### src/design/ba_pkg.sv
// ----------------------------------------------------------------------------
// ba_pkg
// shared types and constants of the buddy allocator
// ----------------------------------------------------------------------------
package ba_pkg;

    localparam int POOL_SIZE_LOG2 = 15;
    localparam int MIN_BLOCK_LOG2 = 5;
    localparam int LEVELS = POOL_SIZE_LOG2 - MIN_BLOCK_LOG2 + 1;
    localparam int NODES = (1 << LEVELS) - 1;
    localparam int NW = LEVELS + 1;
    localparam int LW = $clog2(LEVELS + 1);
    localparam int AW = LEVELS + 1;
    localparam int MDEPTH = 2 * (1 << LEVELS);

    localparam logic [NW-1:0] NIL = '1;

    localparam logic [2:0] ST_OK = 3'd0;
    localparam logic [2:0] ST_NULL = 3'd1;
    localparam logic [2:0] ST_NOMEM = 3'd2;
    localparam logic [2:0] ST_BADPOOL = 3'd3;
    localparam logic [2:0] ST_BADADDR = 3'd4;

    localparam logic OP_ALLOC = 1'b0;
    localparam logic OP_FREE = 1'b1;

    localparam logic [0:0] REG_POOL0 = 1'd0;
    localparam logic [0:0] REG_POOL1 = 1'd1;

    typedef struct packed {
        logic        op;
        logic [1:0]  pool;
        logic [15:0] req_size;
        logic [31:0] block_addr;
    } req_t;

    typedef struct packed {
        logic [31:0] addr_out;
        logic [2:0]  status;
    } rsp_t;

    // datapath memory operations
    localparam logic [3:0] DO_NONE = 4'd0;
    localparam logic [3:0] DO_RD_MARK = 4'd1;
    localparam logic [3:0] DO_WR_MARK = 4'd2;
    localparam logic [3:0] DO_RD_NEXT = 4'd3;
    localparam logic [3:0] DO_RD_PREV = 4'd4;
    localparam logic [3:0] DO_WR_NEXT = 4'd5;
    localparam logic [3:0] DO_WR_PREV = 4'd6;
    localparam logic [3:0] DO_RD_HEAD = 4'd7;
    localparam logic [3:0] DO_WR_HEAD = 4'd8;

    typedef struct packed {
        logic [3:0]    op;
        logic          pool;
        logic [NW-1:0] node;
        logic [LW-1:0] lvl;
        logic [NW-1:0] data;
    } cmd_t;

    typedef struct packed {
        logic [NW-1:0] rdata;
        logic          clear_done;
    } sts_t;

endpackage

### src/design/ba_ctrl.sv
// ----------------------------------------------------------------------------
// ba_ctrl
// request sequencer: checks, list search, split, climb and merge
// ----------------------------------------------------------------------------
module ba_ctrl (
    input  logic         clk,
    input  logic         rst_n,
    input  logic         in_valid,
    output logic         in_stall,
    input  ba_pkg::req_t in_data,
    output logic         out_valid,
    input  logic         out_stall,
    output ba_pkg::rsp_t out_data,
    input  logic [31:0]  base0,
    input  logic [31:0]  base1,
    output ba_pkg::cmd_t cmd,
    input  ba_pkg::sts_t sts
);

    localparam int NW = ba_pkg::NW;
    localparam int LW = ba_pkg::LW;
    localparam int LV = ba_pkg::LEVELS;
    localparam int SW = 5;

    localparam logic [SW-1:0] S_IDLE = 5'd0;
    localparam logic [SW-1:0] S_SCAN = 5'd1;
    localparam logic [SW-1:0] S_SCAN_W = 5'd2;
    localparam logic [SW-1:0] S_UNL_N = 5'd3;
    localparam logic [SW-1:0] S_UNL_P = 5'd4;
    localparam logic [SW-1:0] S_UNL_A = 5'd5;
    localparam logic [SW-1:0] S_UNL_B = 5'd6;
    localparam logic [SW-1:0] S_UNL_C = 5'd7;
    localparam logic [SW-1:0] S_UNL_D = 5'd8;
    localparam logic [SW-1:0] S_POST = 5'd9;
    localparam logic [SW-1:0] S_PUSH_H = 5'd10;
    localparam logic [SW-1:0] S_PUSH_A = 5'd11;
    localparam logic [SW-1:0] S_PUSH_B = 5'd12;
    localparam logic [SW-1:0] S_PUSH_C = 5'd13;
    localparam logic [SW-1:0] S_SPLIT = 5'd14;
    localparam logic [SW-1:0] S_CLIMB = 5'd15;
    localparam logic [SW-1:0] S_CLIMB_W = 5'd16;
    localparam logic [SW-1:0] S_CH1 = 5'd17;
    localparam logic [SW-1:0] S_CH2 = 5'd18;
    localparam logic [SW-1:0] S_CH_W = 5'd19;
    localparam logic [SW-1:0] S_MERGE = 5'd20;
    localparam logic [SW-1:0] S_BUD = 5'd21;
    localparam logic [SW-1:0] S_BUD_W = 5'd22;
    localparam logic [SW-1:0] S_DONE = 5'd23;
    localparam logic [SW-1:0] S_OUT = 5'd24;
    localparam logic [SW-1:0] S_CH_W2 = 5'd25;

    // after-unlink and after-push continuations
    localparam logic [1:0] K_ALLOC = 2'd0;
    localparam logic [1:0] K_MERGE = 2'd1;
    localparam logic [1:0] K_SPLIT = 2'd2;
    localparam logic [1:0] K_END = 2'd3;

    logic [SW-1:0] state_reg, state_next;
    logic          op_reg, op_next, pool_reg, pool_next;
    logic [LW-1:0] lvl_reg, lvl_next, j_reg, j_next;
    logic [NW-1:0] t_reg, t_next, un_reg, un_next, pv_reg, pv_next, nx_reg, nx_next;
    logic [NW-1:0] hd_reg, hd_next;
    logic [1:0]    k_reg, k_next;
    logic [LV-2:0] x_reg, x_next;
    logic [31:0]   base_reg, base_next;
    logic [31:0]   addr_reg, addr_next;
    logic [2:0]    st_reg, st_next;
    logic          ch_reg, ch_next;
    logic          obuf_valid_reg, obuf_valid_next;
    ba_pkg::rsp_t  obuf_reg, obuf_next;

    logic [31:0]   off;
    logic [16:0]   need;
    logic [LW-1:0] pwr;
    logic [LW-1:0] alvl;
    logic [NW-1:0] leaf_t;
    logic [NW-1:0] lvl_first;
    logic [31:0]   boff;

    always_comb
    begin
        need = (in_data.req_size < 16'(1 << ba_pkg::MIN_BLOCK_LOG2))
            ? 17'(1 << ba_pkg::MIN_BLOCK_LOG2) : {1'b0, in_data.req_size};
        pwr = LW'(ba_pkg::POOL_SIZE_LOG2);
        for (int i = ba_pkg::POOL_SIZE_LOG2; i >= 0; i--)
        begin
            if ((17'd1 << i) >= need)
            begin
                pwr = LW'(i);
            end
        end
        alvl = LW'(ba_pkg::POOL_SIZE_LOG2) - pwr;
        if (alvl > LW'(LV - 1))
        begin
            alvl = LW'(LV - 1);
        end
        off = in_data.block_addr - (in_data.pool[0] ? base1 : base0);
        x_next = (state_reg == S_IDLE)
            ? off[ba_pkg::POOL_SIZE_LOG2-1:ba_pkg::MIN_BLOCK_LOG2] : x_reg;
        leaf_t = {2'b00, x_reg} + NW'((1 << (LV - 1)) - 1);
        lvl_first = (NW'(1) << j_reg) - NW'(1);
        boff = 32'(t_reg - lvl_first) << (LW'(ba_pkg::POOL_SIZE_LOG2) - j_reg);
    end

    always_comb
    begin
        state_next = state_reg;
        op_next = op_reg;
        pool_next = pool_reg;
        lvl_next = lvl_reg;
        j_next = j_reg;
        t_next = t_reg;
        un_next = un_reg;
        pv_next = pv_reg;
        nx_next = nx_reg;
        hd_next = hd_reg;
        k_next = k_reg;
        base_next = base_reg;
        addr_next = addr_reg;
        st_next = st_reg;
        ch_next = ch_reg;
        obuf_valid_next = obuf_valid_reg && out_stall;
        obuf_next = obuf_reg;
        cmd = '0;
        cmd.op = ba_pkg::DO_NONE;
        cmd.pool = pool_reg;
        cmd.lvl = j_reg;
        in_stall = (state_reg != S_IDLE) || !sts.clear_done;
        out_valid = obuf_valid_reg;
        out_data = obuf_reg;
        case (state_reg)
            S_IDLE:
            begin
                if (in_valid && sts.clear_done)
                begin
                    op_next = in_data.op;
                    pool_next = in_data.pool[0];
                    base_next = in_data.pool[0] ? base1 : base0;
                    addr_next = '0;
                    state_next = S_OUT;
                    if (in_data.op == ba_pkg::OP_ALLOC)
                    begin
                        lvl_next = alvl;
                        j_next = alvl;
                        if (in_data.req_size == 16'd0)
                            st_next = ba_pkg::ST_NULL;
                        else if (in_data.req_size > 16'(1 << ba_pkg::POOL_SIZE_LOG2)
                                 && ba_pkg::POOL_SIZE_LOG2 < 16)
                            st_next = ba_pkg::ST_NOMEM;
                        else if (in_data.pool[1])
                            st_next = ba_pkg::ST_BADPOOL;
                        else
                            state_next = S_SCAN;
                    end
                    else
                    begin
                        j_next = LW'(LV - 1);
                        if (in_data.block_addr == 32'd0)
                            st_next = ba_pkg::ST_NULL;
                        else if (in_data.pool[1])
                            st_next = ba_pkg::ST_BADPOOL;
                        else if (off >= 32'(1 << ba_pkg::POOL_SIZE_LOG2))
                            st_next = ba_pkg::ST_BADADDR;
                        else
                            state_next = S_CLIMB;
                    end
                end
            end
            S_SCAN:
            begin
                cmd.op = ba_pkg::DO_RD_HEAD;
                state_next = S_SCAN_W;
            end
            S_SCAN_W:
            begin
                if (sts.rdata != ba_pkg::NIL)
                begin
                    t_next = sts.rdata;
                    un_next = sts.rdata;
                    k_next = K_ALLOC;
                    state_next = S_UNL_N;
                end
                else if (j_reg == '0)
                begin
                    st_next = ba_pkg::ST_NOMEM;
                    state_next = S_OUT;
                end
                else
                begin
                    j_next = j_reg - 1'b1;
                    state_next = S_SCAN;
                end
            end
            // unlink un_reg from list j_reg
            S_UNL_N:
            begin
                cmd.op = ba_pkg::DO_RD_PREV;
                cmd.node = un_reg;
                state_next = S_UNL_P;
            end
            S_UNL_P:
            begin
                cmd.op = ba_pkg::DO_RD_NEXT;
                cmd.node = un_reg;
                pv_next = sts.rdata;
                state_next = S_UNL_A;
            end
            S_UNL_A:
            begin
                nx_next = sts.rdata;
                cmd.op = ba_pkg::DO_RD_HEAD;
                state_next = S_UNL_B;
            end
            S_UNL_B:
            begin
                if (pv_reg != ba_pkg::NIL)
                begin
                    cmd.op = ba_pkg::DO_WR_NEXT;
                    cmd.node = pv_reg;
                    cmd.data = nx_reg;
                end
                else if (sts.rdata == un_reg)
                begin
                    cmd.op = ba_pkg::DO_WR_HEAD;
                    cmd.data = nx_reg;
                end
                state_next = S_UNL_C;
            end
            S_UNL_C:
            begin
                if (nx_reg != ba_pkg::NIL)
                begin
                    cmd.op = ba_pkg::DO_WR_PREV;
                    cmd.node = nx_reg;
                    cmd.data = pv_reg;
                end
                state_next = S_UNL_D;
            end
            S_UNL_D:
            begin
                cmd.op = ba_pkg::DO_WR_NEXT;
                cmd.node = un_reg;
                cmd.data = ba_pkg::NIL;
                state_next = S_POST;
            end
            S_POST:
            begin
                cmd.op = ba_pkg::DO_WR_PREV;
                cmd.node = un_reg;
                cmd.data = ba_pkg::NIL;
                if (k_reg == K_ALLOC)
                    state_next = S_SPLIT;
                else
                begin
                    j_next = j_reg - 1'b1;
                    t_next = (t_reg - 1'b1) >> 1;
                    state_next = S_MERGE;
                end
            end
            S_SPLIT:
            begin
                cmd.op = ba_pkg::DO_WR_MARK;
                cmd.node = t_reg;
                cmd.data = NW'(1);
                if (j_reg < lvl_reg)
                begin
                    j_next = j_reg + 1'b1;
                    t_next = {t_reg[NW-2:0], 1'b1};
                    un_next = {t_reg[NW-2:0], 1'b0} + NW'(2);
                    k_next = K_SPLIT;
                    state_next = S_PUSH_H;
                end
                else
                    state_next = S_DONE;
            end
            // push un_reg onto list j_reg
            S_PUSH_H:
            begin
                cmd.op = ba_pkg::DO_RD_HEAD;
                state_next = S_PUSH_A;
            end
            S_PUSH_A:
            begin
                hd_next = sts.rdata;
                cmd.op = ba_pkg::DO_WR_NEXT;
                cmd.node = un_reg;
                cmd.data = sts.rdata;
                state_next = S_PUSH_B;
            end
            S_PUSH_B:
            begin
                cmd.op = ba_pkg::DO_WR_PREV;
                cmd.node = un_reg;
                cmd.data = ba_pkg::NIL;
                state_next = S_PUSH_C;
            end
            S_PUSH_C:
            begin
                if (hd_reg != ba_pkg::NIL)
                begin
                    cmd.op = ba_pkg::DO_WR_PREV;
                    cmd.node = hd_reg;
                    cmd.data = un_reg;
                end
                state_next = S_CH_W2;
            end
            S_CH_W2:
            begin
                cmd.op = ba_pkg::DO_WR_HEAD;
                cmd.data = un_reg;
                state_next = (k_reg == K_SPLIT) ? S_SPLIT : S_DONE;
            end
            S_CLIMB:
            begin
                cmd.op = ba_pkg::DO_RD_MARK;
                cmd.node = (j_reg == LW'(LV - 1)) ? leaf_t : t_reg;
                t_next = cmd.node;
                state_next = S_CLIMB_W;
            end
            S_CLIMB_W:
            begin
                if (sts.rdata[0])
                begin
                    if (j_reg == LW'(LV - 1))
                        state_next = S_MERGE;
                    else
                        state_next = S_CH1;
                end
                else if (j_reg == '0)
                begin
                    st_next = ba_pkg::ST_BADADDR;
                    state_next = S_OUT;
                end
                else
                begin
                    j_next = j_reg - 1'b1;
                    t_next = (t_reg - 1'b1) >> 1;
                    state_next = S_CLIMB;
                end
            end
            S_CH1:
            begin
                cmd.op = ba_pkg::DO_RD_MARK;
                cmd.node = {t_reg[NW-2:0], 1'b1};
                state_next = S_CH2;
            end
            S_CH2:
            begin
                cmd.op = ba_pkg::DO_RD_MARK;
                cmd.node = {t_reg[NW-2:0], 1'b0} + NW'(2);
                ch_next = sts.rdata[0];
                state_next = S_CH_W;
            end
            S_CH_W:
            begin
                if (ch_reg || sts.rdata[0])
                begin
                    st_next = ba_pkg::ST_BADADDR;
                    state_next = S_OUT;
                end
                else
                    state_next = S_MERGE;
            end
            S_MERGE:
            begin
                cmd.op = ba_pkg::DO_WR_MARK;
                cmd.node = t_reg;
                cmd.data = '0;
                un_next = t_reg;
                k_next = K_END;
                if (j_reg == '0)
                    state_next = S_PUSH_H;
                else
                    state_next = S_BUD;
            end
            S_BUD:
            begin
                cmd.op = ba_pkg::DO_RD_MARK;
                cmd.node = t_reg[0] ? t_reg + 1'b1 : t_reg - 1'b1;
                state_next = S_BUD_W;
            end
            S_BUD_W:
            begin
                if (sts.rdata[0])
                    state_next = S_PUSH_H;
                else
                begin
                    un_next = t_reg[0] ? t_reg + 1'b1 : t_reg - 1'b1;
                    k_next = K_MERGE;
                    state_next = S_UNL_N;
                end
            end
            S_DONE:
            begin
                st_next = ba_pkg::ST_OK;
                if (op_reg == ba_pkg::OP_ALLOC)
                    addr_next = base_reg + boff;
                state_next = S_OUT;
            end
            // hand the result to the output register
            S_OUT:
            begin
                if (!obuf_valid_reg || !out_stall)
                begin
                    obuf_valid_next = 1'b1;
                    obuf_next.addr_out = addr_reg;
                    obuf_next.status = st_reg;
                    state_next = S_IDLE;
                end
            end
            default: state_next = S_IDLE;
        endcase
    end

    always_ff @(posedge clk or negedge rst_n)
    begin
        if (!rst_n)
        begin
            state_reg <= S_IDLE;
            obuf_valid_reg <= 1'b0;
        end
        else
        begin
            state_reg <= state_next;
            obuf_valid_reg <= obuf_valid_next;
        end
    end

    always_ff @(posedge clk)
    begin
        op_reg <= op_next;
        pool_reg <= pool_next;
        lvl_reg <= lvl_next;
        j_reg <= j_next;
        t_reg <= t_next;
        un_reg <= un_next;
        pv_reg <= pv_next;
        nx_reg <= nx_next;
        hd_reg <= hd_next;
        k_reg <= k_next;
        x_reg <= x_next;
        base_reg <= base_next;
        addr_reg <= addr_next;
        st_reg <= st_next;
        ch_reg <= ch_next;
        obuf_reg <= obuf_next;
    end

`ifndef NO_ASSERTIONS
    a_no_accept_busy: assert property (@(posedge clk) disable iff (!rst_n)
        (state_reg != S_IDLE) |-> in_stall)
        else $error("request taken while busy");
    a_out_hold: assert property (@(posedge clk) disable iff (!rst_n)
        (out_valid && out_stall) |=> (out_valid && $stable(out_data)))
        else $error("result dropped under stall");
    a_status_range: assert property (@(posedge clk) disable iff (!rst_n)
        out_valid |-> (out_data.status <= ba_pkg::ST_BADADDR))
        else $error("status out of range");
    a_fail_zero: assert property (@(posedge clk) disable iff (!rst_n)
        (out_valid && out_data.status != ba_pkg::ST_OK) |-> (out_data.addr_out == 32'd0))
        else $error("failed request returned address");
`endif

endmodule

### config.mk
export PLATFORM = sky130hd
export DESIGN_NAME = ba_ctrl
export DESIGN_NICKNAME = d
export VERILOG_FILES = /design/src/design/ba_pkg.sv /design/src/design/ba_ctrl.sv
export SDC_FILE = /design/constraint.sdc
export NUM_CORES = 1
export LEC_CHECK = 0
export ABC_AREA = 1
export BUFFER_PORTS_ARGS = -buffer_cell sky130_fd_sc_hd__buf_2
export CORE_ASPECT_RATIO = 0.6
export CORE_MARGIN = 5
export CORE_UTILIZATION = 45
export CTS_BUF_LIST = sky130_fd_sc_hd__clkbuf_16
export DETAILED_ROUTE_END_ITERATION = 12
export PLACE_DENSITY_LB_ADDON = 0.15
export SLEW_MARGIN = 20
export SYNTH_ARGS = -nofsm -noshare
export SYNTH_HDL_FRONTEND = slang
export SYNTH_SLANG_ARGS = --single-unit
### constraint.sdc
create_clock -name clk -period 9 [get_ports clk]
set_input_delay 1.8 -clock clk [delete_from_list [all_inputs] [get_ports clk]]
set_output_delay 1.8 -clock clk [all_outputs]
set_load 0.1 [all_outputs]
==> results of run 1 <==
## cell type report
cell class | instances | area share, %
Sequential cell | 191 | 31.3
Multi-Input combinational cell | 1621 | 47.7
Inverter | 392 | 8.08
Clock inverter | 15 | 1.15
Clock buffer | 17 | 2.34
Timing Repair Buffer | 216 | 6.14
Tap cell | 467 | 3.21
## worst max path at each step
stage | from | end | slack, ns | cells past startpoint
final | sts[9] | cmd[6] | 2.23 | 10
after global placement | j_reg[1]$_DFFE_PP_ | addr_reg[21]$_SDFFCE_PN0P_ | 2.46 | 27
after detailed placement | sts[9] | cmd[7] | 2.54 | 10
after floorplan | sts[1] | cmd[32] | 2.48 | 5
after global routing | j_reg[1]$_DFFE_PP_ | addr_reg[25]$_SDFFCE_PN0P_ | 1.93 | 26
after CTS | sts[9] | cmd[6] | 2.55 | 10
## per-stage QoR
stage          std cells  utilization, %  cell area [µm²]
2_1_floorplan       2249               -            16000
3_3_place_gp        2887            50.1            17600
3_5_place_dp        2887            50.1            17600
4_1_cts             2919            51.9            18200
5_1_grt             2919            51.9            18200
6_report            2919            51.9            18200
## routing by layer
layer / track usage (%) / wire (µm)
met5: 3.21 / 195
met4: 5.34 / 835
met3: 11.2 / 8480
met2: 34.7 / 20900
met1: 48.7 / 29700
## cell usage after synthesis, types with 3 or more instances
cell type / number
nand3b_1: 3
nand2_1: 556
fa_1: 4
inv_2: 16
buf_1: 4
clkinv_1: 3
edfxtp_1: 185
ha_1: 83
or2_2: 5
nand2_2: 13
nand4_1: 37
o21a_1: 8
a221oi_1: 26
clkbuf_1: 23
nor4_1: 17
nor2_4: 3
nor2_1: 218
o31ai_1: 3
a211oi_1: 5
dfrtp_1: 6
a21oi_1: 131
o21bai_1: 7
nor3_1: 45
a22oi_1: 6
buf_2: 14
a31oi_1: 11
xnor2_1: 6
a21o_1: 4
and2_1: 3
nand3_1: 118
o21ai_0: 155
or3_1: 3
buf_4: 3
nor2_2: 15
o221ai_1: 8
xor2_1: 48
nor3_2: 4
o211ai_1: 18
inv_1: 373
o2111ai_1: 19
o22ai_1: 14
## power groups by stage
stage          combinational, µW  sequential, µW  clock [µW]
3_5_place_dp                5260            1420           0
4_1_cts                     5290            1400         841
2_1_floorplan               3750            1520           0
5_1_grt                     5890            1430         872
3_3_place_gp                5320            1420           0
6_report                    5450            1410         829
## worst reg2reg max path: cells and delay by family (launching register included)
| family | cells | cell delay, ns |
|---|---|---|
| compound gates | 8 | 1.53 |
| simple gates | 16 | 2.14 |
| fa+ha+maj | 3 | 1.14 |
| flops | 1 | 0.36 |
| xor+xnor | 1 | 0.17 |
| buf+inv | 4 | 1.04 |
## cell families (layout without fill, tap and decap cells)
family	count (synthesis)	after routing	share of synthesized area, %
buffers and inverters	437	640	10.4
adder cells (fa/ha/maj)	87	87	6.97
XOR/XNOR	54	54	2.95
flip-flops	191	191	35.6
AO/OA/AOI/OAI	428	428	15.9
multiplexers	4	4	0.265
AND/OR/NAND/NOR	1048	1048	27.9
==> metrics.txt, run 1 <==
Area contributors post-synth edfxtp_1 35%, nand2_1 13%, inv_1 8.7%; overall power 7690 µW; die width 254 µm; routed len/inst 20.6 µm; final hold viol count 0; setup TNS 0 ns; CTS Buf Count 17; worst path cell trace buf_2, xor2_1, nor4_1, nand3_1, nand4_1, inv_1, nor2_1, nand2_1, o211ai_1, buf_2; IO Count 202; placeable core region 0.0351 mm²; Synth-to-Final Area Change 13.5%; synthesized area 0.0160 mm²; Comb pwr share 70.9%; Leakage Power 0.00860 µW; critical path required time 7.20 ns; Top FF cell, synth edfxtp_1; Sw Ratio 60.5%; Filler cells 3537; Yosys warning count 0; Max-Cap Viols 0; peak supply drop 289 µV; flops & latches, synth 191; hold_ws 0.421 ns; proportion of layout cells with a drive suffix above 1 13.0%; die height 156 µm; CP Buf/Inv Count 3; family with the most delay on the worst path simple AND/OR/NAND/NOR gates; initial DRC count 2062; most common cell after layout, fill and taps aside nand2_1; max reg flops 35; nets 2658; Synth top area share 34.6%; crit end category primary output; largest net degree at the start of global routing 64; ant diodes 0; critical path's largest stage delay 0.77 ns; Hold Crit Depth 0; cell mode on critical path buf_2; most frequent cells in the layout 556 x nand2_1, 373 x inv_1, 215 x nor2_1; clock group share of total power 10.8%; via count 16600; critical path arrival 4.97 ns; clk_skew 0.0132 ns; relative slew slack 23.0%; starting density of the core 45.7%; GRT Total Usage 29.4%; Longest Clk Path Bufs 2; Resized cells post-CTS 0; FF/Latch Area 0.00571 mm²; sequential area share after synthesis 35.6%; syn_nets 2468; status finished, final reports clean; Psw 4650 µW; cell taking the most area after synthesis edfxtp_1; clock transition at the registers of the reported paths 0.08 ns; clk root buf clkbuf_16; Vias/cell 5.68; grt ovf 0; GPL Wtd Cong 0.993; Seq pwr share 18.3%; unrepaired setup endpoints after global routing false; Remaining DRCs 0; CP startpoint kind input port; CTS Hold Buffers Added 0; Slew Limit Fails 0; syn avg cell area 7.13 µm²; crit path max fanout 11; r2r worst-path depth 32; first-pass GRT wire length 88.9 mm; Worst Hold Class register to register; Placement Setup Slack 2.54 ns; min-delay src addr_reg[12]$_SDFFCE_PN0P_; r2r startpoint j_reg[3]$_DFFE_PP_; Post-synth EDFFs 185; Post-Syn Instances 2249; Multi-input gate area 0.00869 mm²; Routed WL 60.1 mm; Internal Dissipation 3040 µW; Crit Path Class input port to primary output; fin crit period 6.77 ns; slew of the pin with the lowest slew margin 1.15 ns; remaining antenna violation count 0; Die ar. 0.0396 mm²; htree depth 4; final worst path period share 75.2%; Setup WS post-layout 2.23 ns; Async SR Flop Fraction 3.14%; setup bufs post-CTS 0; cell row count 53; r2r endpoint addr_reg[31]$_SDFFCE_PN0P_; initial antenna violation count 2; CTS Sinks 191; DRT Pass-1 Iters 5; vias in the first global route 14900; Reg2Reg Setup Slack 2.41 ns; Power Density 422 mW/mm²; CTS tree yes; PortBufs 201; post-DP HPWL 50.0 mm; FMAX 148 MHz; Hold Path End out_data[15]$_DFFE_PP_; worst skew pair latency 0.48 ns; highest-delay cell along the critical path nor2_1; number of library cell types mapped by synthesis 59; # setup viols final 0
No activity file was read; power rests on OpenSTA's default activity.
==> run 2: changes to the inputs <==
==> constraint.sdc (replaced) <==
create_clock -name clk -period 6.7 [get_ports clk]
set_input_delay 1.34 -clock clk [delete_from_list [all_inputs] [get_ports clk]]
set_output_delay 1.34 -clock clk [all_outputs]
set_load 0.1 [all_outputs]
==> run 2 against run 1 <==
Compared with the run above:
- die area did not move
- sequential share of layout area barely moved
- global-route usage rose by 0.76 points
- cell count rose by 0.31%
- hold slack got worse by 0.0062 ns
- combinational power rose by 34%
- via count rose by 0.97%
- clock skew rose by 0.011 ns
- largest power group unchanged
==> metrics.txt, run 2 (synthesis gave the netlist of run 1 again) <==
status finished, final reports clean; initial antenna violation count 4 (+2); Max-Cap Viols 0 (unchanged); highest-delay cell along the critical path edfxtp_1; clk_skew 0.0244 ns (+0.0112 ns); starting density of the core 45.7% (unchanged); Longest Clk Path Bufs 2 (unchanged); crit path max fanout 11 (unchanged); grt met3 use 9.63% (-1.5 points); die width 254 µm (unchanged); routed len/inst 20.9 µm (+1.4%); vias in the first global route 15200 (+1.9%); setup TNS 0 ns (unchanged); die height 156 µm (unchanged); GRT met1 Usage 50.1% (+1.5 points); Crit Path Class register to register; Slew Limit Fails 0 (unchanged); relative slew slack 25.8% (+2.8 points); CTS Buf Count 17 (unchanged); peak supply drop 322 µV (+11%); setup bufs post-CTS 0 (unchanged); clock transition at the registers of the reported paths 0.08 ns (about the same); CTS Sinks 191 (unchanged); # setup viols final 0 (unchanged); post-DP HPWL 50.4 mm (+0.78%); met2 Use GR 37.0% (+2.2 points); FMAX 168 MHz; Routed WL 61.1 mm (+1.7%); placeable core region 0.0351 mm² (unchanged); unrepaired setup endpoints after global routing false; critical path's largest stage delay 0.62 ns (-0.15 ns); PortBufs 201 (unchanged); slew of the pin with the lowest slew margin 1.11 ns (-0.0423 ns); Leakage Power 0.00862 µW (+0.26%); family with the most delay on the worst path simple AND/OR/NAND/NOR gates; CP startpoint kind register; cell mode on critical path nand2_1; most frequent cells in the layout 556 x nand2_1, 374 x inv_1, 215 x nor2_1; nets 2666 (+0.30%); max reg flops 35 (unchanged); placed cell area 0.0176 mm² (+0.34%); Die ar. 0.0396 mm² (unchanged); Worst Hold Class register to register; GRT Total Usage 30.2% (+0.76 points); clk root buf clkbuf_16; CP Buf/Inv Count 4 (+1); CTS tree yes; htree depth 4 (unchanged); proportion of layout cells with a drive suffix above 1 13.3% (+0.24 points); critical path required time 6.93 ns (-0.27 ns); DRT Pass-1 Iters 5 (unchanged); remaining antenna violation count 0 (unchanged); largest net degree at the start of global routing 64 (unchanged); most common cell after layout, fill and taps aside nand2_1; first-pass GRT wire length 91.5 mm (+3.0%); critical path arrival 6.19 ns (+1.22 ns); worst skew pair latency 0.48 ns (about the same); GPL Wtd Cong 1.05 (+5.4%); Resized cells post-CTS 0 (unchanged); grt ovf 0 (unchanged); initial DRC count 2140 (+3.8%); Most Crowded Layer GR met1; crit end category register; IO Count 202 (unchanged); Filler cells 3423 (-3.2%); cell row count 53 (unchanged); Vias/cell 5.71 (+0.66%); final hold viol count 0 (unchanged); Design Area, Final 0.0182 mm² (+0.14%); Remaining DRCs 0 (unchanged); Power Density 564 mW/mm² (+34%); via count 16700 (+0.97%); CTS Hold Buffers Added 0 (unchanged); fin crit period 5.96 ns; final worst path period share 88.9%; Synth-to-Final Area Change 13.7%
==> run 2: cell count changes in the layout (fill, tap and decap cells not counted) <==
cell	previous run	this run
buf_4	15	23
bufinv_16	1	0
clkinv_2	1	0
clkinv_4	1	2
clkinv_8	5	4
clkinvlp_4	0	1
diode_2	0	1
inv_1	373	374
inv_12	2	1
inv_8	3	4
==> run 2: worst paths after layout <==
kind,from,to,slack [ns],depth (start not counted)
min in group asynchronous,rst_n,state_reg[3]$_DFFE_PN0P_,0.68,1
hold / removal,addr_reg[13]$_SDFFCE_PN0P_,out_data[16]$_DFFE_PP_,0.41,0
setup reg to reg,j_reg[2]$_DFFE_PP_,addr_reg[31]$_SDFFCE_PN0P_,0.74,31
hold reg to reg,addr_reg[13]$_SDFFCE_PN0P_,out_data[16]$_DFFE_PP_,0.41,0
setup / recovery,j_reg[2]$_DFFE_PP_,addr_reg[31]$_SDFFCE_PN0P_,0.74,31
max in group asynchronous,rst_n,state_reg[4]$_DFFE_PN0P_,5.88,1
==> run 2: metal layers <==
layer  up-vias  part of all wire [%]
li1       7953                     -
met1      7662                    49
met2      1043                    36
met3        66                    14
met4         2                   1.3
met5         -                  0.24
==> run 2: final cells by class <==
type | instances | area [µm²] | share of cell area (%)
diodes | 1 | 2.50 | 0.0137
multi-input cells | 1621 | 8690 | 47.7
well taps | 467 | 584 | 3.21
clock inverters | 15 | 173 | 0.947
repair buffers | 224 | 1180 | 6.46
clock buffers | 17 | 425 | 2.33
flip-flops and latches | 191 | 5710 | 31.3
inverters | 392 | 1470 | 8.07
==> run 2: power by group <==
part           leakage (µW)  internal, µW  switching, µW
logic               0.00655          1880           5430
registers           0.00178          1670            247
clock network      0.000291           504            552
total               0.00862          4060           6230
==> run 2: stage by stage <==
stage	hold slack [ns]	util [%]	worst slack, ns	power, µW	cells
after floorplan	0.400	-	1.10	7090	2249
after global placement	0.401	50.3	0.950	9050	2895
after detailed placement	0.405	50.3	0.885	8980	2895
after CTS	0.417	52.0	0.874	10100	2927
after global routing	0.420	52.0	0.231	11000	2928
final	0.415	52.0	0.743	10300	2928
==> run 3: changes to the inputs <==
==> constraint.sdc (replaced) <==
create_clock -name clk -period 5.1 [get_ports clk]
set_input_delay 1.02 -clock clk [delete_from_list [all_inputs] [get_ports clk]]
set_output_delay 1.02 -clock clk [all_outputs]
set_load 0.1 [all_outputs]
==> run 3 against run 2 <==
Compared with the run above:
- non-clock buffer count up 77
- core utilization increased by 4.0 points
- via count rose by 2.0%
- maximum frequency is 20% higher
- clock skew decreased by 0.0038 ns
- hold slack worse by 0.048 ns
- sequential cell count unchanged
- global-route usage up 0.073 points
- highest routed layer unchanged
- register-to-register slack worse by 0.59 ns
- die area did not move
==> metrics.txt, run 3 (synthesis gave the netlist of run 1 again) <==
Crit Path Class register to register; critical path arrival 5.17 ns (-1.02 ns); post-DP HPWL 51.4 mm (+2.0%); Routed WL 62.4 mm (+2.1%); Vias/cell 5.68 (-0.57%); remaining antenna violation count 0 (unchanged); ant diodes 0 (-1); CTS Hold Buffers Added 0 (unchanged); Die ar. 0.0396 mm² (unchanged); crit end category register; htree depth 4 (unchanged); FMAX 202 MHz (+20%); IO Count 202 (unchanged); starting density of the core 45.7% (unchanged); most frequent cells in the layout 530 x nand2_1, 371 x inv_1, 206 x nor2_1; clk_skew 0.0206 ns (-0.00380 ns); relative slew slack 28.4% (+2.5 points); CTS tree yes; Placement Setup Slack -0.0662 ns (-0.951 ns); max reg flops 35 (unchanged); initial DRC count 2406 (+12%); largest net degree at the start of global routing 36 (-44%); nets 2743 (+2.9%); Design Area, Final 0.0196 mm² (+7.6%); Remaining DRCs 0 (unchanged); CTS Buf Count 17 (unchanged); GRT Total Usage 30.2% (+0.073 points); worst skew pair latency 0.47 ns (about the same); CTS Sinks 191 (unchanged); via count 17100 (+2.0%); Max-Cap Viols 0 (unchanged); most common cell after layout, fill and taps aside nand2_1; vias in the first global route 15200 (-0.15%); routed len/inst 20.8 µm (-0.47%); CP startpoint kind register; die width 254 µm (unchanged); PortBufs 201 (unchanged); crit path max fanout 4 (-7); placeable core region 0.0351 mm² (unchanged); highest-delay cell along the critical path edfxtp_1; initial antenna violation count 1 (-3); clock transition at the registers of the reported paths 0.08 ns (about the same); slew of the pin with the lowest slew margin 1.07 ns (-0.0376 ns); r2r worst-path depth 32 (+3.2%); first-pass GRT wire length 91.5 mm (about the same); critical path's largest stage delay 0.46 ns (-0.16 ns); Slew Limit Fails 0 (unchanged); setup TNS 0 ns (unchanged); Synth-to-Final Area Change 22.4%; GPL Wtd Cong 1.05 (about the same); status finished, final reports clean; placed cell area 0.0183 mm² (+3.7%); Longest Clk Path Bufs 2 (unchanged); Setup WS post-layout 0.153 ns (-0.590 ns); final hold viol count 0 (unchanged); clk root buf clkbuf_16; proportion of layout cells with a drive suffix above 1 20.5% (+7.2 points); critical path required time 5.32 ns (-1.61 ns); DRT Pass-1 Iters 6 (+1); # setup viols final 0 (unchanged); final worst path period share 97.0% (+8.1 points); die height 156 µm (unchanged); fin crit period 4.95 ns (-1.01 ns); grt ovf 0 (unchanged); cell row count 53 (unchanged); Worst Hold Class input port to async pin; unrepaired setup endpoints after global routing true
[run 3: changes by cell type in the layout (fill, tap and decap cells not counted), sizes merged]
cell / before / now
buf: 224 / 301
bufinv: 0 / 1
clkinv: 9 / 8
clkinvlp: 1 / 0
diode: 1 / 0
inv: 397 / 398
[run 3: cell type report]
cell class	instances	area [µm²]
multi-input combinational	1621	9310
timing repair buffer	301	1930
clock buffer	17	425
tap	467	584
clock inverter	15	200
fill	3308	15500
inverter	392	1470
sequential	191	5710
[run 3: timing repair]
item                       4_1_cts  5_1_grt
setup buffers                    1       17
gates cloned                     0        0
pin swaps                        4       60
setup endpoints to repair        1       21
resized for setup                2      146
[run 3: path summary, 6_finish.rpt]
kind                                            startpoint                         end  slack, ns
worst max-delay path                    j_reg[2]$_DFFE_PP_  addr_reg[29]$_SDFFCE_PN0P_       0.15
worst min-delay path                                 rst_n    state_reg[3]$_DFFE_PN0P_       0.37
worst max register to register          j_reg[2]$_DFFE_PP_  addr_reg[29]$_SDFFCE_PN0P_       0.15
worst min register to register  addr_reg[13]$_SDFFCE_PN0P_      out_data[16]$_DFFE_PP_       0.42
max in group asynchronous                            rst_n    state_reg[1]$_DFFE_PN0P_       4.59
min in group clk                addr_reg[13]$_SDFFCE_PN0P_      out_data[16]$_DFFE_PP_       0.42
[run 3: stage by stage]
step	util (%)	instances	hold slack (ns)
floorplan	-	2249	0.400
global placement	52.1	2954	0.401
detailed placement	52.1	2954	0.405
CTS	54.0	2987	0.349
global route	55.9	3004	0.354
finish	55.9	3004	0.366
[run 3: routing by layer]
| metal | vias up | track usage (%) | share of wire (%) |
|---|---|---|---|
| met5 | - | 1.31 | 0.13 |
| met4 | 4 | 4.29 | 1.1 |
| met3 | 71 | 9.72 | 14 |
| met2 | 1035 | 36.1 | 35 |
| met1 | 7848 | 51.6 | 49 |
| li1 | 8104 | - | - |
[run 3: worst max-delay path: cells and delay by family (launching register included)]
| kind | cells | cell delay, ns |
|---|---|---|
| buf+inv | 5 | 0.41 |
| simple gates | 14 | 1.35 |
| flops | 1 | 0.46 |
| xor+xnor | 2 | 0.27 |
| compound gates | 8 | 1.40 |
| fa+ha+maj | 3 | 0.81 |
Power of run 3 is left out: the tool's default activity adds up to more than one toggle a clock period on the data nets, which glitch-free logic cannot reach.
